$ cat src/hw/rtl/pbar_pkg.sv
// ----------------------------------------------------------------------------
// pbar_pkg - physical bus access router shared definitions
// Target codes, register indexes, reset values and the queued part record.
// ----------------------------------------------------------------------------
package pbar_pkg;

  // target codes
  localparam logic [2:0] TGT_RAM   = 3'd0;
  localparam logic [2:0] TGT_ROM   = 3'd1;
  localparam logic [2:0] TGT_IO    = 3'd2;
  localparam logic [2:0] TGT_SUPER = 3'd3;
  localparam logic [2:0] TGT_STD   = 3'd4;
  localparam logic [2:0] TGT_MODEL = 3'd5;
  localparam logic [2:0] TGT_NONE  = 3'd6;

  // access sizes
  localparam logic [1:0] SZ_BYTE = 2'd0;
  localparam logic [1:0] SZ_WORD = 2'd1;
  localparam logic [1:0] SZ_LONG = 2'd2;
  localparam logic [1:0] SZ_LINE = 2'd3;

  // configuration register indexes
  localparam logic [1:0] CFG_ROM_SIZE_LOG2     = 2'd0;
  localparam logic [1:0] CFG_SYS_IDENT         = 2'd1;
  localparam logic [1:0] CFG_SLOT_PRESENT_MASK = 2'd2;

  localparam logic [4:0] ROM_SIZE_LOG2_RESET = 5'd20;
  localparam logic [4:0] ROM_SIZE_LOG2_MIN   = 5'd12;
  localparam logic [4:0] ROM_SIZE_LOG2_MAX   = 5'd28;

  localparam logic [31:0] SYS_IDENT_ADDR   = 32'h5fff_fffc;
  localparam logic [27:0] SYS_IDENT_OFFSET = 28'hfff_fffc;

  localparam int NUBUS_SLOTS_DEFAULT = 6;
  localparam int QUEUE_DEPTH_DEFAULT = 4;

  typedef struct packed {
    logic [4:0]  rom_size_log2;
    logic [31:0] sys_ident;
    logic [5:0]  slot_present_mask;
  } pbar_cfg_t;

  // one routed part as handed from the front to the back
  typedef struct packed {
    logic [31:0] addr;
    logic [1:0]  size;
    logic        wr;
    logic [63:0] data_low;
    logic [63:0] data_high;
    logic        line_direct;  // aligned line, goes to RAM unrouted
    logic        not_first;
    logic        part_last;
    logic [31:0] orig_addr;
    logic [4:0]  transfer_type;
    logic [1:0]  access_size;
    logic        fetch;
  } pbar_part_t;

endpackage

$ cat src/hw/rtl/pbar_req_if.sv
// ----------------------------------------------------------------------------
// pbar_req_if - bus access request channel
// Valid/ready channel carrying one physical bus access.
// ----------------------------------------------------------------------------
interface pbar_req_if;
  logic        valid;
  logic        ready;
  logic        req_type;
  logic [31:0] address;
  logic [1:0]  access_size;
  logic [4:0]  transfer_type;
  logic        is_instruction;
  logic [63:0] write_data_low;
  logic [63:0] write_data_high;

  modport source (
    output valid, req_type, address, access_size, transfer_type, is_instruction,
           write_data_low, write_data_high,
    input  ready
  );

  modport sink (
    input  valid, req_type, address, access_size, transfer_type, is_instruction,
           write_data_low, write_data_high,
    output ready
  );
endinterface

$ cat src/hw/rtl/pbar_rsp_if.sv
// ----------------------------------------------------------------------------
// pbar_rsp_if - routed sub-access channel
// Valid/ready channel carrying one routed sub-access or fault status.
// ----------------------------------------------------------------------------
interface pbar_rsp_if;
  logic        valid;
  logic        ready;
  logic [2:0]  target;
  logic [2:0]  slot_index;
  logic [31:0] local_address;
  logic [1:0]  sub_size;
  logic        sub_is_write;
  logic [63:0] data_low;
  logic [63:0] data_high;
  logic        fault;
  logic [31:0] fault_address;
  logic [11:0] status_word;
  logic        fault_on_fetch;
  logic        last;

  modport source (
    output valid, target, slot_index, local_address, sub_size, sub_is_write,
           data_low, data_high, fault, fault_address, status_word,
           fault_on_fetch, last,
    input  ready
  );

  modport sink (
    input  valid, target, slot_index, local_address, sub_size, sub_is_write,
           data_low, data_high, fault, fault_address, status_word,
           fault_on_fetch, last,
    output ready
  );
endinterface

$ cat src/hw/rtl/pbar_front.sv
// ----------------------------------------------------------------------------
// pbar_front - request intake and splitter
// Holds one request and pushes its aligned parts into the queue, one a cycle unless it is full.
// ----------------------------------------------------------------------------
module pbar_front (
  input  logic               clk,
  input  logic               rst,
  pbar_req_if.sink           req,
  output logic               part_valid,
  output pbar_pkg::pbar_part_t part,
  input  logic               queue_full
);

  logic        busy;
  logic [3:0]  k;
  logic        wr;
  logic [31:0] addr;
  logic [1:0]  sz;
  logic [4:0]  tt;
  logic        fetch;
  logic [63:0] dl;
  logic [63:0] dh;

  logic         line_direct;
  logic         byte_split;
  logic         word_split;
  logic [3:0]   last_k;
  logic [3:0]   byte_idx;
  logic [4:0]   part_off;
  logic [127:0] line_data;
  logic [7:0]   sel_byte;
  logic         push;
  logic         push_last;

  always_comb begin
    line_direct = (sz == pbar_pkg::SZ_LINE) && (addr[3:0] == 4'd0);
    byte_split  = ((sz == pbar_pkg::SZ_WORD) && addr[0]) ||
                  ((sz == pbar_pkg::SZ_LONG) && addr[0]) ||
                  ((sz == pbar_pkg::SZ_LINE) && !line_direct);
    word_split  = (sz == pbar_pkg::SZ_LONG) && !addr[0] && addr[1];

    if (byte_split) begin
      case (sz)
        pbar_pkg::SZ_WORD: last_k = 4'd1;
        pbar_pkg::SZ_LONG: last_k = 4'd3;
        default:           last_k = 4'd15;
      endcase
    end else if (word_split) begin
      last_k = 4'd1;
    end else begin
      last_k = 4'd0;
    end

    // byte splits of words and longs go most significant byte first
    case (sz)
      pbar_pkg::SZ_WORD: byte_idx = 4'd1 - k;
      pbar_pkg::SZ_LONG: byte_idx = 4'd3 - k;
      default:           byte_idx = k;
    endcase
    line_data = {dh, dl};
    sel_byte  = line_data[{byte_idx, 3'b000} +: 8];
    part_off  = word_split ? {k, 1'b0} : {1'b0, k};

    part             = '0;
    part.addr        = addr + {27'd0, part_off};
    part.wr          = wr;
    part.line_direct = line_direct;
    part.not_first   = (k != 4'd0);
    part.part_last   = (k == last_k);
    part.orig_addr   = addr;
    part.transfer_type = tt;
    part.access_size = sz;
    part.fetch       = fetch;
    if (line_direct) begin
      part.size      = pbar_pkg::SZ_LINE;
      part.data_low  = dl;
      part.data_high = dh;
    end else if (byte_split) begin
      part.size      = pbar_pkg::SZ_BYTE;
      part.data_low  = {56'd0, sel_byte};
    end else if (word_split) begin
      part.size      = pbar_pkg::SZ_WORD;
      part.data_low  = (k == 4'd0) ? {48'd0, dl[31:16]} : {48'd0, dl[15:0]};
    end else begin
      part.size = sz;
      case (sz)
        pbar_pkg::SZ_BYTE: part.data_low = {56'd0, dl[7:0]};
        pbar_pkg::SZ_WORD: part.data_low = {48'd0, dl[15:0]};
        default:           part.data_low = {32'd0, dl[31:0]};
      endcase
    end
  end

  assign push       = busy && !queue_full;
  assign push_last  = push && (k == last_k);
  assign part_valid = push;
  assign req.ready  = !busy || push_last;

  always_ff @(posedge clk) begin
    if (rst) begin
      busy <= 1'b0;
      k    <= 4'd0;
    end else begin
      if (req.valid && req.ready) begin
        busy <= 1'b1;
        k    <= 4'd0;
      end else if (push_last) begin
        busy <= 1'b0;
      end else if (push) begin
        k <= k + 4'd1;
      end
    end
  end

  always_ff @(posedge clk) begin
    if (req.valid && req.ready) begin
      wr    <= req.req_type;
      addr  <= req.address;
      sz    <= req.access_size;
      tt    <= req.transfer_type;
      fetch <= req.is_instruction;
      dl    <= req.write_data_low;
      dh    <= req.write_data_high;
    end
  end

endmodule

$ cat src/hw/rtl/pbar_fifo.sv
// ----------------------------------------------------------------------------
// pbar_fifo - part queue
// Small register queue between the splitter and the router.
// ----------------------------------------------------------------------------
module pbar_fifo #(
  parameter int DEPTH = pbar_pkg::QUEUE_DEPTH_DEFAULT
) (
  input  logic                 clk,
  input  logic                 rst,
  input  logic                 push,
  input  pbar_pkg::pbar_part_t push_data,
  output logic                 full,
  input  logic                 pop,
  output logic                 pop_valid,
  output pbar_pkg::pbar_part_t pop_data
);

  localparam int PW = $clog2(DEPTH);
  localparam int CW = $clog2(DEPTH + 1);

  pbar_pkg::pbar_part_t entries [DEPTH];
  logic [PW-1:0] wr_ptr;
  logic [PW-1:0] rd_ptr;
  logic [CW-1:0] count;
  logic          do_push;
  logic          do_pop;

  assign full      = (count == CW'(DEPTH));
  assign pop_valid = (count != '0);
  assign pop_data  = entries[rd_ptr];
  assign do_push   = push && !full;
  assign do_pop    = pop && pop_valid;

  always_ff @(posedge clk) begin
    if (rst) begin
      wr_ptr <= '0;
      rd_ptr <= '0;
      count  <= '0;
    end else begin
      if (do_push) begin
        wr_ptr <= (wr_ptr == PW'(DEPTH - 1)) ? '0 : wr_ptr + PW'(1);
      end
      if (do_pop) begin
        rd_ptr <= (rd_ptr == PW'(DEPTH - 1)) ? '0 : rd_ptr + PW'(1);
      end
      if (do_push && !do_pop) begin
        count <= count + CW'(1);
      end else if (do_pop && !do_push) begin
        count <= count - CW'(1);
      end
    end
  end

  always_ff @(posedge clk) begin
    if (do_push) begin
      entries[wr_ptr] <= push_data;
    end
  end

endmodule

$ cat src/hw/rtl/pbar_back.sv
// ----------------------------------------------------------------------------
// pbar_back - part router
// Decodes each queued part to a target, tracks the ROM overlay and faults.
// ----------------------------------------------------------------------------
module pbar_back #(
  parameter int NUBUS_SLOTS = pbar_pkg::NUBUS_SLOTS_DEFAULT
) (
  input  logic                 clk,
  input  logic                 rst,
  input  pbar_pkg::pbar_cfg_t  cfg,
  input  logic                 part_valid,
  input  pbar_pkg::pbar_part_t part,
  output logic                 part_pop,
  pbar_rsp_if.source           rsp
);

  logic rom_overlay;
  logic skip;          // dropping the rest of a faulted request
  logic out_valid;

  logic [3:0]  nib;
  logic [3:0]  std_slot;
  logic [4:0]  rom_n;
  logic [31:0] rom_mask;
  logic [2:0]  tgt;
  logic [2:0]  slot;
  logic [31:0] loc;
  logic [63:0] dlo;
  logic [63:0] dhi;
  logic        flt;
  logic        clear_overlay;
  logic        take;
  logic        route_now;

  function automatic logic slot_ok(input logic [2:0] s, input logic [5:0] mask);
    slot_ok = (int'(s) < NUBUS_SLOTS) && (s < 3'd6) && mask[s];
  endfunction

  always_comb begin
    nib      = part.addr[31:28];
    std_slot = part.addr[27:24];
    if (cfg.rom_size_log2 < pbar_pkg::ROM_SIZE_LOG2_MIN) begin
      rom_n = pbar_pkg::ROM_SIZE_LOG2_MIN;
    end else if (cfg.rom_size_log2 > pbar_pkg::ROM_SIZE_LOG2_MAX) begin
      rom_n = pbar_pkg::ROM_SIZE_LOG2_MAX;
    end else begin
      rom_n = cfg.rom_size_log2;
    end
    rom_mask = (32'd1 << rom_n) - 32'd1;

    tgt           = pbar_pkg::TGT_RAM;
    slot          = 3'd0;
    loc           = part.addr;
    dlo           = part.wr ? part.data_low : 64'd0;
    dhi           = 64'd0;
    flt           = 1'b0;
    clear_overlay = 1'b0;

    if (part.line_direct) begin
      dhi = part.wr ? part.data_high : 64'd0;
    end else begin
      case (nib)
        4'd0: begin
          if (rom_overlay) begin
            flt = part.wr;
            tgt = pbar_pkg::TGT_ROM;
            loc = part.addr & rom_mask;
          end
        end
        4'd1, 4'd2, 4'd3: begin
          tgt = pbar_pkg::TGT_RAM;
        end
        4'd4: begin
          clear_overlay = 1'b1;
          flt = part.wr;
          tgt = pbar_pkg::TGT_ROM;
          loc = part.addr & rom_mask;
        end
        4'd5: begin
          if (part.size == pbar_pkg::SZ_LONG && !part.wr &&
              part.addr[27:0] == pbar_pkg::SYS_IDENT_OFFSET) begin
            tgt = pbar_pkg::TGT_MODEL;
            dlo = {32'd0, cfg.sys_ident};
          end else if (part.size == pbar_pkg::SZ_LONG && part.wr &&
                       part.addr == pbar_pkg::SYS_IDENT_ADDR &&
                       (part.data_low[31:0] == 32'd0 ||
                        part.data_low[31:0] == 32'hffff_ffff)) begin
            // write of 0 or all ones to the ident address is dropped
            tgt = pbar_pkg::TGT_NONE;
            loc = 32'd0;
            dlo = 64'd0;
          end else begin
            tgt = pbar_pkg::TGT_IO;
          end
        end
        4'd9, 4'd10, 4'd11, 4'd12, 4'd13, 4'd14: begin
          slot = 3'(nib - 4'd9);
          flt  = !slot_ok(slot, cfg.slot_present_mask);
          tgt  = pbar_pkg::TGT_SUPER;
          loc  = {4'd0, part.addr[27:0]};
        end
        4'd15: begin
          slot = 3'(std_slot - 4'd9);
          flt  = !(std_slot inside {[4'd9:4'd14]}) ||
                 !slot_ok(slot, cfg.slot_present_mask);
          tgt  = pbar_pkg::TGT_STD;
          loc  = {8'd0, part.addr[23:0]};
        end
        default: begin
          flt = 1'b1;
        end
      endcase
    end
  end

  assign take      = !out_valid || rsp.ready;
  assign part_pop  = part_valid && (take || skip);
  assign route_now = part_pop && !skip;
  assign rsp.valid = out_valid;

  always_ff @(posedge clk) begin
    if (rst) begin
      rom_overlay <= 1'b1;
      skip        <= 1'b0;
      out_valid   <= 1'b0;
    end else begin
      if (route_now) begin
        out_valid <= 1'b1;
      end else if (rsp.ready) begin
        out_valid <= 1'b0;
      end
      if (part_pop && skip) begin
        skip <= !part.part_last;
      end else if (route_now && flt) begin
        skip <= !part.part_last;
      end
      if (route_now && clear_overlay) begin
        rom_overlay <= 1'b0;
      end
    end
  end

  always_ff @(posedge clk) begin
    if (route_now) begin
      rsp.sub_size     <= part.size;
      rsp.sub_is_write <= part.wr;
      rsp.data_high    <= flt ? 64'd0 : dhi;
      if (flt) begin
        rsp.target         <= pbar_pkg::TGT_NONE;
        rsp.slot_index     <= 3'd0;
        rsp.local_address  <= 32'd0;
        rsp.data_low       <= 64'd0;
        rsp.fault          <= 1'b1;
        rsp.fault_address  <= part.orig_addr;
        rsp.status_word    <= {part.not_first, 2'b00, part.wr, 1'b0,
                               part.access_size, part.transfer_type};
        rsp.fault_on_fetch <= part.fetch;
        rsp.last           <= 1'b1;
      end else begin
        rsp.target         <= tgt;
        rsp.slot_index     <= slot;
        rsp.local_address  <= loc;
        rsp.data_low       <= dlo;
        rsp.fault          <= 1'b0;
        rsp.fault_address  <= 32'd0;
        rsp.status_word    <= 12'd0;
        rsp.fault_on_fetch <= 1'b0;
        rsp.last           <= part.part_last;
      end
    end
  end

endmodule

$ cat src/hw/rtl/physical_bus_access_router.sv
// ----------------------------------------------------------------------------
// physical_bus_access_router - physical bus access router top level
//
//   channel  dir  handshake     contents
//   req      in   valid/ready   one bus access (read/write, size, data)
//   rsp      out  valid/ready   one routed sub-access or fault per part
//   cfg_*    in   write enable  rom_size_log2, sys_ident, slot_present_mask
//
// A request splits into 1, 2, 4 or 16 parts; the splitter issues one part a
// cycle while the queue is not full and holds the input until its last part
// is pushed; results leave at one per cycle while rsp is ready.
// A fault drops the remaining parts of its request in the router.
// rsp stalls back up through the part queue into the splitter.
// Reset: overlay set, ROM size 2^20, ident 0, no slots present.
// ----------------------------------------------------------------------------
module physical_bus_access_router #(
  parameter int NUBUS_SLOTS = pbar_pkg::NUBUS_SLOTS_DEFAULT,
  parameter int QUEUE_DEPTH = pbar_pkg::QUEUE_DEPTH_DEFAULT
) (
  input  logic        clk,
  input  logic        rst,
  input  logic        cfg_we,
  input  logic [1:0]  cfg_index,
  input  logic [31:0] cfg_data,
  pbar_req_if.sink    req,
  pbar_rsp_if.source  rsp
);

  pbar_pkg::pbar_cfg_t  cfg;
  pbar_pkg::pbar_part_t front_part;
  pbar_pkg::pbar_part_t back_part;
  logic front_valid;
  logic queue_full;
  logic back_valid;
  logic back_pop;

  always_ff @(posedge clk) begin
    if (rst) begin
      cfg.rom_size_log2     <= pbar_pkg::ROM_SIZE_LOG2_RESET;
      cfg.sys_ident         <= 32'd0;
      cfg.slot_present_mask <= 6'd0;
    end else if (cfg_we) begin
      case (cfg_index)
        pbar_pkg::CFG_ROM_SIZE_LOG2:     cfg.rom_size_log2     <= cfg_data[4:0];
        pbar_pkg::CFG_SYS_IDENT:         cfg.sys_ident         <= cfg_data;
        pbar_pkg::CFG_SLOT_PRESENT_MASK: cfg.slot_present_mask <= cfg_data[5:0];
        default: ;
      endcase
    end
  end

  pbar_front u_front (
    .clk        (clk),
    .rst        (rst),
    .req        (req),
    .part_valid (front_valid),
    .part       (front_part),
    .queue_full (queue_full)
  );

  pbar_fifo #(
    .DEPTH (QUEUE_DEPTH)
  ) u_fifo (
    .clk       (clk),
    .rst       (rst),
    .push      (front_valid),
    .push_data (front_part),
    .full      (queue_full),
    .pop       (back_pop),
    .pop_valid (back_valid),
    .pop_data  (back_part)
  );

  pbar_back #(
    .NUBUS_SLOTS (NUBUS_SLOTS)
  ) u_back (
    .clk        (clk),
    .rst        (rst),
    .cfg        (cfg),
    .part_valid (back_valid),
    .part       (back_part),
    .part_pop   (back_pop),
    .rsp        (rsp)
  );

endmodule
$ cat src/flat_wrapper.sv
// flat-port wrapper written by rule: the top's interface ports become plain ports
module physical_bus_access_router_flat 
#(
  parameter int NUBUS_SLOTS = pbar_pkg::NUBUS_SLOTS_DEFAULT,
  parameter int QUEUE_DEPTH = pbar_pkg::QUEUE_DEPTH_DEFAULT
)
  (clk, rst, cfg_we, cfg_index, cfg_data, req_valid, req_req_type, req_address, req_access_size, req_transfer_type, req_is_instruction, req_write_data_low, req_write_data_high, req_ready, rsp_valid, rsp_target, rsp_slot_index, rsp_local_address, rsp_sub_size, rsp_sub_is_write, rsp_data_low, rsp_data_high, rsp_fault, rsp_fault_address, rsp_status_word, rsp_fault_on_fetch, rsp_last, rsp_ready);
  pbar_req_if req_i ();
  pbar_rsp_if rsp_i ();
  input  logic clk;
  input  logic rst;
  input  logic cfg_we;
  input  logic [1:0] cfg_index;
  input  logic [31:0] cfg_data;
  input wire logic [$bits(req_i.valid)-1:0] req_valid;
  input wire logic [$bits(req_i.req_type)-1:0] req_req_type;
  input wire logic [$bits(req_i.address)-1:0] req_address;
  input wire logic [$bits(req_i.access_size)-1:0] req_access_size;
  input wire logic [$bits(req_i.transfer_type)-1:0] req_transfer_type;
  input wire logic [$bits(req_i.is_instruction)-1:0] req_is_instruction;
  input wire logic [$bits(req_i.write_data_low)-1:0] req_write_data_low;
  input wire logic [$bits(req_i.write_data_high)-1:0] req_write_data_high;
  output wire logic [$bits(req_i.ready)-1:0] req_ready;
  output wire logic [$bits(rsp_i.valid)-1:0] rsp_valid;
  output wire logic [$bits(rsp_i.target)-1:0] rsp_target;
  output wire logic [$bits(rsp_i.slot_index)-1:0] rsp_slot_index;
  output wire logic [$bits(rsp_i.local_address)-1:0] rsp_local_address;
  output wire logic [$bits(rsp_i.sub_size)-1:0] rsp_sub_size;
  output wire logic [$bits(rsp_i.sub_is_write)-1:0] rsp_sub_is_write;
  output wire logic [$bits(rsp_i.data_low)-1:0] rsp_data_low;
  output wire logic [$bits(rsp_i.data_high)-1:0] rsp_data_high;
  output wire logic [$bits(rsp_i.fault)-1:0] rsp_fault;
  output wire logic [$bits(rsp_i.fault_address)-1:0] rsp_fault_address;
  output wire logic [$bits(rsp_i.status_word)-1:0] rsp_status_word;
  output wire logic [$bits(rsp_i.fault_on_fetch)-1:0] rsp_fault_on_fetch;
  output wire logic [$bits(rsp_i.last)-1:0] rsp_last;
  input wire logic [$bits(rsp_i.ready)-1:0] rsp_ready;
  assign req_i.valid = req_valid;
  assign req_i.req_type = req_req_type;
  assign req_i.address = req_address;
  assign req_i.access_size = req_access_size;
  assign req_i.transfer_type = req_transfer_type;
  assign req_i.is_instruction = req_is_instruction;
  assign req_i.write_data_low = req_write_data_low;
  assign req_i.write_data_high = req_write_data_high;
  assign req_ready = req_i.ready;
  assign rsp_valid = rsp_i.valid;
  assign rsp_target = rsp_i.target;
  assign rsp_slot_index = rsp_i.slot_index;
  assign rsp_local_address = rsp_i.local_address;
  assign rsp_sub_size = rsp_i.sub_size;
  assign rsp_sub_is_write = rsp_i.sub_is_write;
  assign rsp_data_low = rsp_i.data_low;
  assign rsp_data_high = rsp_i.data_high;
  assign rsp_fault = rsp_i.fault;
  assign rsp_fault_address = rsp_i.fault_address;
  assign rsp_status_word = rsp_i.status_word;
  assign rsp_fault_on_fetch = rsp_i.fault_on_fetch;
  assign rsp_last = rsp_i.last;
  assign rsp_i.ready = rsp_ready;
  physical_bus_access_router #(.NUBUS_SLOTS(NUBUS_SLOTS), .QUEUE_DEPTH(QUEUE_DEPTH)) u_core (.clk(clk), .rst(rst), .cfg_we(cfg_we), .cfg_index(cfg_index), .cfg_data(cfg_data), .req(req_i), .rsp(rsp_i));
endmodule
$ cat config.mk
export PLATFORM = sky130hd
export DESIGN_NAME = physical_bus_access_router_flat
export DESIGN_NICKNAME = d
export VERILOG_FILES = /design/src/hw/rtl/pbar_pkg.sv /design/src/hw/rtl/pbar_req_if.sv /design/src/hw/rtl/pbar_rsp_if.sv /design/src/hw/rtl/pbar_front.sv /design/src/hw/rtl/pbar_fifo.sv /design/src/hw/rtl/pbar_back.sv /design/src/hw/rtl/physical_bus_access_router.sv /design/src/flat_wrapper.sv
export SDC_FILE = /design/constraint.sdc
export NUM_CORES = 1
export LEC_CHECK = 0
export BUFFER_PORTS_ARGS = -buffer_cell sky130_fd_sc_hd__buf_2
export CAP_MARGIN = 20
export CELL_PAD_IN_SITES_DETAIL_PLACEMENT = 1
export CELL_PAD_IN_SITES_GLOBAL_PLACEMENT = 1
export CORE_ASPECT_RATIO = 0.9
export CORE_MARGIN = 4
export CORE_UTILIZATION = 51
export DETAILED_ROUTE_END_ITERATION = 10
export PLACE_DENSITY = 0.81
export SLEW_MARGIN = 20
export SYNTH_ARGS = -nofsm -noshare
export SYNTH_HDL_FRONTEND = slang
export SYNTH_HIERARCHICAL = 1
export SYNTH_SLANG_ARGS = --single-unit
$ cat constraint.sdc
create_clock -name clk -period 13.3 [get_ports clk]
set_clock_uncertainty 0.05 [all_clocks]
set_input_delay 0.665 -clock clk [delete_from_list [all_inputs] [get_ports clk]]
set_output_delay 0.665 -clock clk [all_outputs]
set_load 0.02 [all_outputs]
==> qor.txt <==
Die X: 339 um
filler instances: 8566
Worst setup EP type: flop
Hold Crit Class: in -> reg
DRT Pass-1 Iters: 5
outcome: finished, final reports clean
Num CTS Buffers: 120
Tmin final: 5.57 ns
Leak: 20.2 nW
DR vias: 28.5k
cell taking the most area after synthesis: edfxtp_1
total grt overflow: 0
final period utilization: 0.419
maximum vdd ir drop: 0.000286 V
die height: 306 um
Syn-to-layout area delta: 14.5%
# placed instances: 4275
CTS root buf: clkbuf_16
number of synthesized flops with an enable pin: 1206
pwr dens: 214 mW/mm^2
I/O Buffers: 422
crit start category: flop
setup TNS: 0 ns
vias per cell: 6.33
Final ANT Viol Nets: 0
Clock transition at path regs: 0.07 ns
top cell type's share of synthesized area: 0.720
final setup violation count: 0
clock sink count: 1266
layout cells sized above 1: 0.281
I/O Pins: 426
top cells by area, synth: edfxtp_1 72%, mux4_2 9.3%, and3_1 2.6%, dfxtp_1 2.4%, mux2i_1 1.1%
synthesized area: 0.0503 mm^2
sequential fraction of the synthesis area: 0.744
RSZ-0062 raised after global routing: false
clock tree buffer depth: 3
core area: 0.0972 mm^2
vias in the first global route: 30.1k
DP HPWL: 91700 um
drt first-iter violations: 3709
total of max-cap violations: 0
post-route DRC violation count: 0
final hold violations: 0
Power Total: 12.3 mW
worst slew pin tran: 1.18 ns
largest net degree at the start of global routing: 149
crit path max fanout: 67
Slew Limit Headroom: 0.209
ys flop type: edfxtp_1
Syn Inst Count: 2723
fmax: 0.179 GHz
CP Data Required Time: 13.70 ns
GP Congestion: 0.888
quantity of gates resized following cts: 0
wire per inst: 32.0 um
post-route insts no fill: 4505
Site Rows: 108
fin. max-slew vios: 0
Post-CTS Setup Bufs: 0
die footprint: 0.104 mm^2
CTS tree: yes
Total Wirelength: 144000 um
critical path class: reg -> reg
post-synthesis cell type count: 87
Mapped Avg Cell Area: 18.5 um^2
top-count cell post-synth: edfxtp_1
hold buffers post-CTS: 0
Ys Warns: 6
worst endpoint data arrival time: 5.97 ns
GRT Total Usage: 0.275
antenna violations before repair: 13
final net count: 3375
Skew-Pair Late Insertion Delay: 0.73 ns
initial core utilization: 0.518
commonest cells in the netlist: 1206 x edfxtp_1, 208 x mux4_2, 207 x and3_1, 115 x nor2_1, 81 x nand2b_1
Sequential Area: 0.0374 mm^2
Post-synth ARST share: 0
first-pass GRT wire length: 210000 um
htree depth: 3
register bit total from synthesis: 1266
Multi-input gate area: 0.0119 mm^2
## metal layers
metal	global-route usage	routed length, um	vias to the layer above	share of wire
met1	0.365	53700	14800	0.37
met3	0.0495	12300	330	0.086
met4	0.116	6720	6	0.047
li1	-	-	11700	-
met5	0	46	-	0.00032
met2	0.456	71200	1653	0.49
## final timing paths
check,from,depth (start not counted),slack (ns),to
hold / removal,req_write_data_high[51],1,0.06,u_core/u_front/dh[51]
setup reg to reg,flop,10,7.73,u_core/u_back/rsp.data_low[18]
setup / recovery,flop,10,7.73,u_core/u_back/rsp.data_low[18]
hold reg to reg,u_core/cfg[8],2,0.45,u_core/cfg[8]
## where the power goes
group	leakage, nW	internal (mW)	switching [mW]	total [mW]
logic	6.56	1.07	2.14	3.21
clock network	1.97	2.01	1.53	3.53
registers	11.7	5.26	0.342	5.60
total	20.2	8.33	4.01	12.3
## registers in the layout, indices dropped and copies added, names as in the netlist, 5 cells and up, named ones only
register	cells
u_core/u_fifo/entries	824
u_core/u_back/rsp.data_high	64
u_core/u_back/rsp.data_low	64
u_core/u_front/dh	64
u_core/u_front/dl	64
u_core/cfg	43
u_core/u_back/rsp.fault_address	32
u_core/u_back/rsp.local_address	32
u_core/u_front/addr	32
u_core/u_back/rsp.status_word	9
u_core/u_front/tt	5
## worst max-delay path: stages (launching register included)
cell and delay, ns:
dfxtp_4 0.64, buf_4 0.75, buf_4 0.89, mux4_2 0.44, nand4_1 0.14, nor4_1 0.57, a2bb2oi_1 0.33, o41a_2 0.50
buf_4 0.36, a22oi_1 0.36, nor2_1 0.07
## through the flow
| stage | worst slack [ns] | area, um^2 | util | hold slack [ns] |
|---|---|---|---|---|
| after floorplan | 2.63 | 50300 | - | 0.394 |
| after global placement | 7.81 | 53400 | 0.550 | 0.423 |
| after detailed placement | 7.66 | 53400 | 0.550 | 0.423 |
| after CTS | 7.63 | 57500 | 0.592 | 0.0152 |
| after global routing | 7.47 | 57600 | 0.593 | 0.0290 |
| final | 7.73 | 57600 | 0.593 | 0.0571 |
## cell usage in the layout, fill, tap and decap left out, types with 16 or more instances in the layout
cell | netlist | final
edfxtp_1 | 1206 | 1206
buf_2 | 51 | 422
mux4_2 | 208 | 208
and3_1 | 207 | 203
clkbuf_16 | 0 | 120
nor2_1 | 115 | 114
nand2b_1 | 81 | 81
and2_1 | 66 | 65
nand2_1 | 60 | 60
dfxtp_1 | 60 | 58
mux2i_1 | 55 | 55
a22oi_1 | 43 | 43
nand3_1 | 40 | 40
o221ai_1 | 36 | 36
inv_1 | 33 | 33
ha_1 | 31 | 29
o21ai_0 | 30 | 27
clkinv_2 | 0 | 25
xnor2_1 | 24 | 24
a21oi_1 | 24 | 24
nand4_1 | 22 | 22
buf_4 | 11 | 21
o211a_1 | 19 | 19
clkbuf_1 | 78 | 18
clkinv_1 | 0 | 18
xor2_1 | 18 | 17
bufinv_16 | 0 | 16
## cells by family (layout without fill, tap and decap cells)
| logic type | count (synthesis) | count (layout) | share of synthesized area |
|---|---|---|---|
| adders and majority gates | 33 | 33 | 0.00851 |
| other | 2 | 8 | 0.000149 |
| DFF | 1266 | 1266 | 0.744 |
| AOI/OAI and AO/OA | 244 | 244 | 0.0380 |
| muxes | 274 | 274 | 0.107 |
| buffers and inverters | 202 | 713 | 0.0208 |
| and+or+nand+nor | 660 | 660 | 0.0746 |
| xor gates and xnor gates | 42 | 42 | 0.00731 |
## area by class of cell
class / instances / share of cell area
antenna: 3 / 0.000130
clock buffer: 143 / 0.0545
clock inverter: 82 / 0.0163
inverter: 36 / 0.00235
multi-input combinational: 1258 / 0.207
sequential: 1266 / 0.650
tap: 1265 / 0.0275
timing repair buffer: 452 / 0.0426
Note: power is estimated with default switching activity, not from simulation.
